$ cat src/ffc_pkg.sv
// Shared types and constants of the first-order filter cascade.
package ffc_pkg;

  localparam int STATE_BITS = 24;
  localparam int MAX_STAGES = 8;
  localparam int KINDS_RESET = 4;

  localparam int GAIN_RESET [MAX_STAGES] = '{130304, 127402, 74163, 0, 0, 0, 0, 0};
  localparam int FBK_RESET  [MAX_STAGES] = '{-129537, -123731, 17255, 0, 0, 0, 0, 0};

  // Input command codes.
  localparam logic CMD_FILTER = 1'b0;
  localparam logic CMD_CLEAR  = 1'b1;

  // One sample travelling between neighbouring sections.
  typedef struct packed {
    logic                          vld;
    logic signed [STATE_BITS-1:0] smp;
    logic                          clip;
  } link_t;

  typedef enum logic [1:0] {
    CELL_IDLE,
    CELL_FWD,
    CELL_FBK,
    CELL_SUM
  } cell_state_t;

endpackage

$ cat src/ffc_cell.sv
// One first-order IIR section with its own state and a single time-shared multiplier.
module ffc_cell #(
  parameter int COEF_BITS = 18
) (
  input  logic                        clk,
  input  logic                        rst_n,
  input  logic                        clr,
  input  logic                        lowpass,
  input  logic signed [COEF_BITS-1:0] gain,
  input  logic signed [COEF_BITS-1:0] fbk,
  input  ffc_pkg::link_t              link_i,
  output ffc_pkg::link_t              link_o
);

  localparam int SW  = ffc_pkg::STATE_BITS;
  localparam int DW  = SW + 1;
  localparam int PW  = DW + COEF_BITS;
  localparam int ACW = PW + 1;
  localparam logic signed [ACW-1:0] HALF = ACW'(1) << (COEF_BITS - 2);
  localparam logic signed [ACW-1:0] SMAX = (ACW'(1) << (SW - 1)) - ACW'(1);
  localparam logic signed [ACW-1:0] SMIN = -SMAX - ACW'(1);

  ffc_pkg::cell_state_t state_r, state_nxt;

  logic signed [SW-1:0]        x_r;
  logic signed [SW-1:0]        pin_r;
  logic signed [SW-1:0]        pout_r;
  logic signed [DW-1:0]        diff_r;
  logic signed [PW-1:0]        p_r;
  logic signed [PW-1:0]        q_r;
  logic                        clip_r;
  ffc_pkg::link_t              link_r;

  logic                        sel_fwd;
  logic signed [DW-1:0]        mul_a;
  logic signed [COEF_BITS-1:0] mul_b;
  logic signed [PW-1:0]        prod;
  logic signed [DW-1:0]        x_ext;
  logic signed [DW-1:0]        pin_ext;
  logic signed [ACW-1:0]       acc;
  logic signed [ACW-1:0]       rnd;
  logic signed [SW-1:0]        y;
  logic                        sat;

  always_comb begin
    state_nxt = state_r;
    sel_fwd   = 1'b0;
    case (state_r)
      ffc_pkg::CELL_IDLE: begin
        if (link_i.vld) begin
          state_nxt = ffc_pkg::CELL_FWD;
        end
      end
      ffc_pkg::CELL_FWD: begin
        sel_fwd   = 1'b1;
        state_nxt = ffc_pkg::CELL_FBK;
      end
      ffc_pkg::CELL_FBK: begin
        state_nxt = ffc_pkg::CELL_SUM;
      end
      ffc_pkg::CELL_SUM: begin
        state_nxt = ffc_pkg::CELL_IDLE;
      end
      default: begin
        state_nxt = ffc_pkg::CELL_IDLE;
      end
    endcase
  end

  always_ff @(posedge clk) begin
    if (!rst_n) begin
      state_r <= ffc_pkg::CELL_IDLE;
    end else begin
      state_r <= state_nxt;
    end
  end

  // The feed-forward pair b0*x + b1*x_prev is folded into b0*(x +/- x_prev).
  assign x_ext   = DW'($signed(link_i.smp));
  assign pin_ext = DW'(pin_r);
  assign mul_a   = sel_fwd ? diff_r : DW'(pout_r);
  assign mul_b   = sel_fwd ? gain : fbk;
  assign prod    = PW'(mul_a) * PW'(mul_b);

  assign acc = ACW'(p_r) - ACW'(q_r);
  assign rnd = (acc + HALF) >>> (COEF_BITS - 1);

  always_comb begin
    sat = 1'b0;
    y   = rnd[SW-1:0];
    if (rnd > SMAX) begin
      sat = 1'b1;
      y   = SMAX[SW-1:0];
    end else if (rnd < SMIN) begin
      sat = 1'b1;
      y   = SMIN[SW-1:0];
    end
  end

  always_ff @(posedge clk) begin
    if (state_r == ffc_pkg::CELL_IDLE && link_i.vld) begin
      x_r    <= link_i.smp;
      clip_r <= link_i.clip;
      diff_r <= lowpass ? (x_ext + pin_ext) : (x_ext - pin_ext);
    end
    if (state_r == ffc_pkg::CELL_FWD) begin
      p_r <= prod;
    end
    if (state_r == ffc_pkg::CELL_FBK) begin
      q_r <= prod;
    end
  end

  always_ff @(posedge clk) begin
    if (!rst_n) begin
      pin_r      <= '0;
      pout_r     <= '0;
      link_r.vld <= 1'b0;
    end else begin
      link_r.vld <= (state_r == ffc_pkg::CELL_SUM);
      if (state_r == ffc_pkg::CELL_SUM) begin
        link_r.smp  <= y;
        link_r.clip <= clip_r | sat;
      end
      if (clr) begin
        pin_r  <= '0;
        pout_r <= '0;
      end else if (state_r == ffc_pkg::CELL_SUM) begin
        pin_r  <= x_r;
        pout_r <= y;
      end
    end
  end

  assign link_o = link_r;

  a_in_when_idle: assert property (@(posedge clk) disable iff (!rst_n)
    link_i.vld |-> state_r == ffc_pkg::CELL_IDLE)
    else $error("sample arrived while the section was busy");

  a_clr_when_idle: assert property (@(posedge clk) disable iff (!rst_n)
    clr |-> state_r == ffc_pkg::CELL_IDLE && !link_i.vld)
    else $error("clear arrived while the section was busy");

  a_state_matches_out: assert property (@(posedge clk) disable iff (!rst_n)
    state_r == ffc_pkg::CELL_SUM |=> link_o.vld && pout_r == link_o.smp)
    else $error("stored output differs from the sample passed on");

endmodule

$ cat src/ffc_out.sv
// Final rounding to the output width, output register and one-entry hold stage.
module ffc_out #(
  parameter int SAMPLE_BITS = 16
) (
  input  logic                   clk,
  input  logic                   rst_n,
  input  ffc_pkg::link_t         link_i,
  input  logic                   out_ready,
  output logic                   out_valid,
  output logic [SAMPLE_BITS-1:0] out_sample,
  output logic                   out_clip,
  output logic                   hold_full
);

  localparam int SW = ffc_pkg::STATE_BITS;
  localparam int NW = SW + 1;
  localparam int SH = SW - SAMPLE_BITS;
  localparam logic signed [NW-1:0] HALF = (SH == 0) ? NW'(0) : (NW'(1) << ((SH == 0) ? 0 : SH - 1));
  localparam logic signed [NW-1:0] OMAX = (NW'(1) << (SAMPLE_BITS - 1)) - NW'(1);
  localparam logic signed [NW-1:0] OMIN = -OMAX - NW'(1);

  logic signed [NW-1:0]   rnd;
  logic [SAMPLE_BITS-1:0] narrow;
  logic                   narrow_clip;

  logic                   out_valid_r;
  logic [SAMPLE_BITS-1:0] out_sample_r;
  logic                   out_clip_r;
  logic                   hold_valid_r;
  logic [SAMPLE_BITS-1:0] hold_sample_r;
  logic                   hold_clip_r;
  logic                   take;

  assign rnd = (NW'($signed(link_i.smp)) + HALF) >>> SH;

  always_comb begin
    narrow      = rnd[SAMPLE_BITS-1:0];
    narrow_clip = link_i.clip;
    if (rnd > OMAX) begin
      narrow      = OMAX[SAMPLE_BITS-1:0];
      narrow_clip = 1'b1;
    end else if (rnd < OMIN) begin
      narrow      = OMIN[SAMPLE_BITS-1:0];
      narrow_clip = 1'b1;
    end
  end

  assign take = out_valid_r & out_ready;

  always_ff @(posedge clk) begin
    if (!rst_n) begin
      out_valid_r  <= 1'b0;
      hold_valid_r <= 1'b0;
    end else begin
      if (link_i.vld) begin
        if (!out_valid_r || take) begin
          out_valid_r  <= 1'b1;
          out_sample_r <= narrow;
          out_clip_r   <= narrow_clip;
        end else begin
          hold_valid_r  <= 1'b1;
          hold_sample_r <= narrow;
          hold_clip_r   <= narrow_clip;
        end
      end else if (take) begin
        if (hold_valid_r) begin
          out_sample_r <= hold_sample_r;
          out_clip_r   <= hold_clip_r;
          hold_valid_r <= 1'b0;
        end else begin
          out_valid_r <= 1'b0;
        end
      end
    end
  end

  assign out_valid  = out_valid_r;
  assign out_sample = out_sample_r;
  assign out_clip   = out_clip_r;
  assign hold_full  = hold_valid_r;

  a_no_overrun: assert property (@(posedge clk) disable iff (!rst_n)
    link_i.vld |-> !hold_valid_r)
    else $error("new result while the hold stage is occupied");

  a_hold_behind_out: assert property (@(posedge clk) disable iff (!rst_n)
    hold_valid_r |-> out_valid_r)
    else $error("hold stage full with an empty output register");

  a_hold_cause: assert property (@(posedge clk) disable iff (!rst_n)
    $rose(hold_valid_r) |-> $past(out_valid_r && !out_ready && link_i.vld))
    else $error("hold stage filled without a stalled output");

endmodule

$ cat src/first_order_filter_cascade_unit.sv
// Top level of the first-order IIR filter cascade: configuration, input control and cell chain.
//
//  channel  direction  tdata                          tuser
//  in_      slave      sample_in, zero-padded         command
//  out_     master     sample_out, zero-padded        clipped
//  cfg_     write      cfg_data: coefficient / kinds  -
//
// Each section steps through latch, b0 product, a1 product and sum, using its one multiplier
// twice. A sample passes the sections one after another into the output register; the next
// sample is taken once its result has left the last section, if the hold stage is not full.
// A clear transaction gives no result.
// Reset loads the default coefficients and zeroes all section state.
// While a result waits at the output, one further sample may be filtered into a hold stage.
module first_order_filter_cascade_unit #(
  parameter int STAGES      = 3,
  parameter int SAMPLE_BITS = 16,
  parameter int COEF_BITS   = 18
) (
  input  logic                              clk,
  input  logic                              rst_n,
  input  logic                              in_tvalid,
  output logic                              in_tready,
  input  logic [((SAMPLE_BITS+7)/8)*8-1:0]  in_tdata,   // [SAMPLE_BITS-1:0] sample_in
  input  logic                              in_tuser,   // [0] command
  output logic                              out_tvalid,
  input  logic                              out_tready,
  output logic [((SAMPLE_BITS+7)/8)*8-1:0]  out_tdata,  // [SAMPLE_BITS-1:0] sample_out
  output logic                              out_tuser,  // [0] clipped
  input  logic                              cfg_we,
  input  logic [$clog2(2*STAGES+1)-1:0]     cfg_addr,
  input  logic [COEF_BITS-1:0]              cfg_data
);

  localparam int SW       = ffc_pkg::STATE_BITS;
  localparam int TW       = ((SAMPLE_BITS + 7) / 8) * 8;
  localparam int AW       = $clog2(2 * STAGES + 1);
  localparam int SH       = SW - SAMPLE_BITS;
  localparam int REG_KINDS = 2 * STAGES;

  logic signed [COEF_BITS-1:0] gain_r [STAGES];
  logic signed [COEF_BITS-1:0] fbk_r  [STAGES];
  logic [STAGES-1:0]           kinds_r;
  logic                        inflight_r;

  logic                        accept;
  logic                        clr_cmd;
  logic signed [SAMPLE_BITS-1:0] in_sample;
  logic                        hold_full;
  logic [SAMPLE_BITS-1:0]      out_sample;
  ffc_pkg::link_t              links [STAGES+1];

  always_ff @(posedge clk) begin
    if (!rst_n) begin
      for (int s = 0; s < STAGES; s++) begin
        gain_r[s] <= COEF_BITS'(ffc_pkg::GAIN_RESET[s]);
        fbk_r[s]  <= COEF_BITS'(ffc_pkg::FBK_RESET[s]);
      end
      kinds_r <= STAGES'(ffc_pkg::KINDS_RESET);
    end else if (cfg_we) begin
      for (int s = 0; s < STAGES; s++) begin
        if (cfg_addr == AW'(2 * s)) begin
          gain_r[s] <= cfg_data;
        end
        if (cfg_addr == AW'(2 * s + 1)) begin
          fbk_r[s] <= cfg_data;
        end
      end
      if (cfg_addr == AW'(REG_KINDS)) begin
        kinds_r <= cfg_data[STAGES-1:0];
      end
    end
  end

  assign in_tready = !inflight_r && !hold_full;
  assign accept    = in_tvalid && in_tready;
  assign clr_cmd   = accept && (in_tuser == ffc_pkg::CMD_CLEAR);
  assign in_sample = in_tdata[SAMPLE_BITS-1:0];

  always_ff @(posedge clk) begin
    if (!rst_n) begin
      inflight_r <= 1'b0;
    end else if (links[0].vld) begin
      inflight_r <= 1'b1;
    end else if (links[STAGES].vld) begin
      inflight_r <= 1'b0;
    end
  end

  always_comb begin
    links[0].vld  = accept && (in_tuser == ffc_pkg::CMD_FILTER);
    links[0].smp  = SW'(in_sample) <<< SH;
    links[0].clip = 1'b0;
  end

  for (genvar g = 0; g < STAGES; g++) begin : g_cell
    ffc_cell #(
      .COEF_BITS(COEF_BITS)
    ) u_cell (
      .clk     (clk),
      .rst_n   (rst_n),
      .clr     (clr_cmd),
      .lowpass (kinds_r[g]),
      .gain    (gain_r[g]),
      .fbk     (fbk_r[g]),
      .link_i  (links[g]),
      .link_o  (links[g+1])
    );
  end

  ffc_out #(
    .SAMPLE_BITS(SAMPLE_BITS)
  ) u_out (
    .clk        (clk),
    .rst_n      (rst_n),
    .link_i     (links[STAGES]),
    .out_ready  (out_tready),
    .out_valid  (out_tvalid),
    .out_sample (out_sample),
    .out_clip   (out_tuser),
    .hold_full  (hold_full)
  );

  assign out_tdata = TW'(out_sample);

  a_launch_marks_busy: assert property (@(posedge clk) disable iff (!rst_n)
    links[0].vld |=> inflight_r)
    else $error("sample launched without marking the chain busy");

  a_clear_when_quiet: assert property (@(posedge clk) disable iff (!rst_n)
    clr_cmd |-> !inflight_r)
    else $error("clear accepted while a sample was in the chain");

  a_result_expected: assert property (@(posedge clk) disable iff (!rst_n)
    links[STAGES].vld |-> inflight_r)
    else $error("result left the chain with no sample in flight");

endmodule

$ cat config.mk
export PLATFORM = sky130hd
export DESIGN_NAME = first_order_filter_cascade_unit
export DESIGN_NICKNAME = d
export VERILOG_FILES = /design/src/ffc_pkg.sv /design/src/ffc_cell.sv /design/src/ffc_out.sv /design/src/first_order_filter_cascade_unit.sv
export SDC_FILE = /design/constraint.sdc
export NUM_CORES = 2
export LEC_CHECK = 0
export BUFFER_PORTS_ARGS = -buffer_cell sky130_fd_sc_hd__buf_2
export CORE_AREA = 2 2 403 405
export DETAILED_ROUTE_END_ITERATION = 8
export DIE_AREA = 0 0 405 407
export GPL_ROUTABILITY_DRIVEN = 0
export PLACE_DENSITY = 0.68
export SLEW_MARGIN = 20
export SYNTH_ARGS = -nofsm -noshare
export SYNTH_HDL_FRONTEND = slang
export SYNTH_SLANG_ARGS = --single-unit
$ cat constraint.sdc
create_clock -name clk -period 12.7 [get_ports clk]
set_input_delay 1.905 -clock clk [delete_from_list [all_inputs] [get_ports clk]]
set_output_delay 1.905 -clock clk [all_outputs]
set_load 0.02 [all_outputs]
# == Word level (Yosys, flattened, before mapping) ==
# Memory sizes are Yosys's and may differ from the RTL's.
# Index checks and enable logic that the tools add are counted.
# totals
output_inout_bits,19
wordCells,207
ram_bits,108
reg_bits,659
latchBits,0
romBits,0
memories,2
# memory_table
memory,depth,width,rd,rd_clocked_by_memory_dff,wr,line,rtl
fbk_r,3,18,3,0,3,first_order_filter_cascade_unit.sv:41,logic signed [COEF_BITS-1:0] fbk_r [STAGES];
gain_r,3,18,3,0,3,first_order_filter_cascade_unit.sv:40,logic signed [COEF_BITS-1:0] gain_r [STAGES];
# op_classes
n_bitwise,12
n_mul,3
shift,0
n_mux,81
add_sub_neg,13
n_div,0
order_cmp,8
eq_ne,21
n_reduce_logical,27
# ops
cell,n
$mux W18,9
$mux W25,6
$mux W24,6
$add A44 B18 Y44 const B,3
$sub A43 B43 Y44,3
$mul A25 B18 Y43,3
$mux W16,6
$gt A27 B24 Y1 const B,3
$lt A27 B24 Y1 const B,3
$add A24 B24 Y25,3
$sub A24 B24 Y25,3
$mux W1,48
$add A24 B9 Y25 const B,1
$pmux W2 S4,3
$gt A17 B16 Y1 const B,1
$lt A17 B16 Y1 const B,1
$eq A2 B2 Y1 const B,6
$reduce_and A2 Y1,5
$eq A3 B3 Y1 const B,3
$ne A2 B2 Y1 const B,4
$or A1 B1 Y1,8
$logic_and A1 B1 Y1,7
$eq A2 B1 Y1 const B,3
$eq A3 B2 Y1 const B,2
13 further kinds,25

# == Depth between registers and ports, before layout ==
# logic_depth
ltp_word,6
ltp_mapped,33
depth_no_buf,29

# == Modules after synthesis ==
# From an unflattened synthesis, not the netlist that was laid out.
# hier_totals
cells_unflattened,8714
area_unflattened_um2,87346.3
# modules_own_cells
module,area_each_um2,seq_area_each_um2,n_inst,cells_per_inst
ffc_cell (g_cell[2].u_cell),27612.7,5855.6,1,2861
ffc_cell (g_cell[0].u_cell),26953.4,5855.6,1,2718
ffc_cell (g_cell[1].u_cell),26907.1,5855.6,1,2754
first_order_filter_cascade_unit,3943.8,3323.2,1,213
ffc_out,1929.4,1061.0,1,168

# == Worst setup path after synthesis ==
# Ideal clock, no wire load.
# synth_timing
kind,register to register
from,register g_cell[2].u_cell.state_r[1]
to,register g_cell[2].u_cell.p_r[41] (data pin)
setup_time_ps,262
setup_slack_ps,3639
t_required_ps,12438
period_less_slack_ps,9061
t_arrival_ps,8799
path_stages_with_launch,31
path_cell_list,dfxtp_1 > inv_1 > ha_1 > clkbuf_1 > clkbuf_1 > buf_1 > mux2i_1 > nor2_1 > fa_1 > inv_1 > fa_1 > fa_1 > inv_1 > fa_1 > fa_1 > inv_1 > fa_1 > inv_1 > ha_1 > o21a_1 > o21ai_0 > nor3_1 > o21a_1 > o31ai_1 > a21oi_1 > a211oi_2 > o211ai_1 > a311oi_1 > o21bai_1 > a21oi_1 > xnor2_1
# synth_via
elab_chain_len,4
word_cells_on_any_way,5
cone_classes,1 x mul; 1 x eq/ne; 3 x mux
# synth_rtl
item,line,rtl
"start, declared",ffc_cell.sv:23,"ffc_pkg::cell_state_t state_r, state_nxt;"
"start signal, assigned",ffc_cell.sv:72,state_r <= ffc_pkg::CELL_IDLE;
"start signal, assigned",ffc_cell.sv:74,state_r <= state_nxt;
$eq A2 B1 Y1 *,ffc_cell.sv:48,case (state_r)
$mux W1 *,ffc_cell.sv:48,
$mux W25 or $mux W18 (tied branches),"ffc_cell.sv:81, ffc_cell.sv:82",
$mul A25 B18 Y43 *,ffc_cell.sv:83,assign prod = PW'(mul_a) * PW'(mul_b);
net g_cell[2].u_cell.prod[41],ffc_cell.sv:37,logic signed [PW-1:0] prod;
"end signal, assigned",ffc_cell.sv:107,p_r <= prod;
"end, declared",ffc_cell.sv:29,logic signed [PW-1:0] p_r;
# The timed path passes the listed nets; every way through them passes the cells marked *.
# A chain may end at the register's enable or synchronous reset.

# == Worst setup path after layout ==
# layout_timing
from,register g_cell[1].u_cell.state_r[1]
to,register g_cell[1].u_cell.p_r[41] (data pin)
# layout_via
elab_chain_len,4
word_cells_on_any_way,5
cone_classes,1 x mul; 1 x eq/ne; 3 x mux
# layout_rtl
item,line
"start, declared",ffc_cell.sv:23
"start signal, assigned",ffc_cell.sv:72
"start signal, assigned",ffc_cell.sv:74
$eq A2 B1 Y1 *,ffc_cell.sv:48
$mux W1 *,ffc_cell.sv:48
$mux W25 or $mux W18 (tied branches),"ffc_cell.sv:81, ffc_cell.sv:82"
$mul A25 B18 Y43 *,ffc_cell.sv:83
net g_cell[1].u_cell.prod[41],ffc_cell.sv:37
"end signal, assigned",ffc_cell.sv:107
"end, declared",ffc_cell.sv:29
# Marks and branches as above.

==> flow_summary.yaml <==
synth:
  synth_seq_cells: 752
  yosys_warnings: 0
  synth-seq-area-share_pct: 24.9
  synth_area_per_cell_um2: 10.0
  netlist_area_um2: 84600
  ys_dominant_reg_cell: "edfxtp_1"
  synth-edff-count: 601
  syn_nets: 10500
  ys_async_sr_fraction_pct: 0
  synthCells: 8442
  yosysUniqueCellTypes: 86
critical_path:
  critical_path_class: "reg -> reg"
  crit_top_cell: "fa_1"
  slowest_delay_ns: 0.98
  cp_num_buf_inv: 6
  worst_ep_required_time_ns: 13.16
  r2r_start: "g_cell[1].u_cell.state_r[1]"
  crit_arrival_ns: 9.96
  worst_setup_path_start_kind: "flip-flop"
  critical_path.max_fanout: 98
  endpoint_kind: "flip-flop"
  crit_family: "adder cells"
  rrSetupSlack_ns: 3.20
  crit_start: "g_cell[1].u_cell.state_r[1]"
  crit_slowest_cell: "mux2i_1"
routing:
  num_vias: 59300
  ant_nets: 0
  initialDrtViolationCount: 4997
  via_per_inst: 5.57
  route.detailed.drc: 0
  wirelength_mm: 222
  first_pass_iters: 8
  wl_per_cell_um: 20.9
flow_run:
  cap_violations: 0
clock_network:
  postCtsSetupBuffers: 0
  clock-root-buffer: "clkbuf_16"
  holdBufCountCts: 0
  clk_latency_ns: 0.73
  cts_tree: "done"
  clk_pin_slew_ns: 0.06
  ctsHtreeMaxLevel: 3
  cts_buffer_depth: 3
  ctsResizeCount: 0
  cts_made_buffers: 86
  cts_sinks: 752
die:
  io_pins: 62
  fp-row-count: 147
  core_um2: 160000
  die_x_um: 405
  dieArea_um2: 165000
  start_util_pct: 52.8
  dieHeight_um: 407
global_route:
  grt_pass1_wl_mm: 348
  antenna_found_initial: 23
  grt-ovfl-total: 0
  track_usage_pct: 27.7
  grt_pass1_vias: 61400
  grt_max_degree: 99
sta:
  min_period_ns: 9.50
  fin_skew_ns: 0.0565
  period_share_pct: 74.8
  hold_viol: 0
  fmax_mhz: 105
  finalSetupViolations: 0
  rsz0062_at_grt: "false"
  tns_ns: 0
  max-slew-margin-rel_pct: 21.6
  whs_ns: 0.437
  tightest_slew_ns: 1.17
  report.final.slew_viol_count: 0
min_path:
  worstHoldPathType: "reg -> reg"
  min-delay-start: "g_cell[0].u_cell.link_o[0]"
place:
  port_buffers: 61
  place_hpwl_mm: 179
final_layout:
  nNetsFinal: 10400
  drive_above_1_share_pct: 5.99
  final_common_cell: "inv_1"
  layout_common_cells: "inv_1 (1737), fa_1 (1326), nand2_1 (975), nor2_1 (827), ha_1 (644)"
  syn2layout_area_growth_pct: 6.83
outcome:
  status: "completed"
-- through the flow --
stage,setup slack [ns],util [%],cells,cell area (um^2)
floorplan,3.64,-,8442,84600
global route,2.85,56.4,10600,90400
finish,3.20,56.4,10600,90400
detailed placement,3.41,54.5,10500,87300
CTS,3.37,56.4,10600,90300
global placement,3.62,54.5,10500,87300
-- synth_stat cells, types with 7 or more instances --
master	count	area, um^2
a311oi_1	7	61.3
a31oi_1	31	194
nor4_1	12	75.1
and2_1	60	375
xnor2_1	191	1670
o31ai_1	14	105
nor2b_1	51	319
a211oi_1	23	173
a211o_1	10	87.6
o21ai_1	19	95.1
nand3_1	53	265
o21ai_0	158	791
nand2_1	976	3660
xor2_1	142	1240
buf_2	13	65.1
edfxtp_1	601	18000
a211oi_2	22	275
a21o_1	138	1040
nor2_1	829	3110
and3_1	35	219
dfxtp_1	151	3020
nand4_1	28	175
mux2i_1	178	1780
or3_1	41	257
clkbuf_1	209	785
o21bai_1	41	308
a21oi_1	263	1320
nor3_1	46	230
fa_1	1326	26500
nand2b_1	55	344
mux2_2	123	1390
a311oi_2	21	315
inv_1	1737	6520
ha_1	654	8180
buf_6	7	78.8
o21a_1	25	188
buf_1	29	109
o211ai_1	14	105
a21boi_0	8	60.1
-- logic make-up (layout without fill, tap and decap cells) --
group | Yosys count | in the layout | share of synthesized area (%)
other | 0 | 10 | 0
buffers and inverters | 1998 | 2034 | 8.95
flip-flops | 752 | 752 | 24.9
AND/OR/NAND/NOR | 2214 | 2214 | 10.9
AO/OA/AOI/OAI | 863 | 863 | 6.93
XOR/XNOR | 334 | 334 | 3.47
adder cells (fa/ha/maj) | 1980 | 1980 | 41.1
multiplexers | 301 | 301 | 3.74
-- sequential cells by signal, summed over array words and instances, names as in the netlist, 2 cells and up --
| register | count |
|---|---|
| gain_r | 54 |
| u_out.hold_sample_r | 16 |
| g_cell.u_cell.pin_r | 64 |
| g_cell.u_cell.diff_r | 67 |
| g_cell.u_cell.clip_r | 2 |
| g_cell.u_cell.link_o | 71 |
| g_cell.u_cell.p_r | 129 |
| kinds_r | 3 |
| g_cell.u_cell.x_r | 64 |
| g_cell.u_cell.q_r | 129 |
| g_cell.u_cell.state_r | 6 |
| u_out.out_sample | 16 |
| fbk_r | 54 |
| g_cell.u_cell.pout_r | 72 |
-- per-layer routing --
| metal | wire [um] | vias up | GRT usage, % |
|---|---|---|---|
| met1 | 86400 | 29600 | 35.2 |
| met5 | 121 | - | 0 |
| met3 | 20900 | 597 | 6.84 |
| li1 | - | 26500 | - |
| met2 | 102000 | 2561 | 43.9 |
| met4 | 13300 | 20 | 14.4 |
-- final timing paths --
kind | end | cells past startpoint
setup reg to reg | g_cell[1].u_cell.p_r[41] | 27
setup / recovery | g_cell[1].u_cell.p_r[41] | 27
hold reg to reg | g_cell[1].u_cell.clip_r | 0
hold / removal | g_cell[1].u_cell.clip_r | 0
-- area by class of cell --
cell class	instances	area, um^2
Multi-Input combinational cell	5692	56200
Clock inverter	51	696
Sequential cell	752	21100
Fill cell	13700	69800
Tap cell	2160	2700
Antenna cell	10	25.0
Timing Repair Buffer	133	858
Clock buffer	111	2340
Inverter	1739	6530
-- worst register-to-register path, stage by stage, from the launching register on --
cell      delay, ns
dfxtp_1        0.34
inv_1          0.14
ha_4           0.42
buf_12         0.50
mux2i_1        1.08
nor2_1         0.17
fa_1           0.56
inv_1          0.05
fa_1           0.46
fa_1           0.51
fa_1           0.54
inv_1          0.05
fa_1           0.47
inv_1          0.05
fa_1           0.48
inv_1          0.05
ha_1           0.35
nand3_1        0.12
nor2_1         0.23
nand2_1        0.09
a21o_1         0.20
a21oi_1        0.37
o31ai_1        0.16
a311oi_1       0.81
a31oi_1        0.32
o311ai_0       0.43
a21oi_1        0.14
xnor2_1        0.15
Power is not shown: default switching activity piles up to over one toggle a cycle in this logic, so the estimate is an artifact.
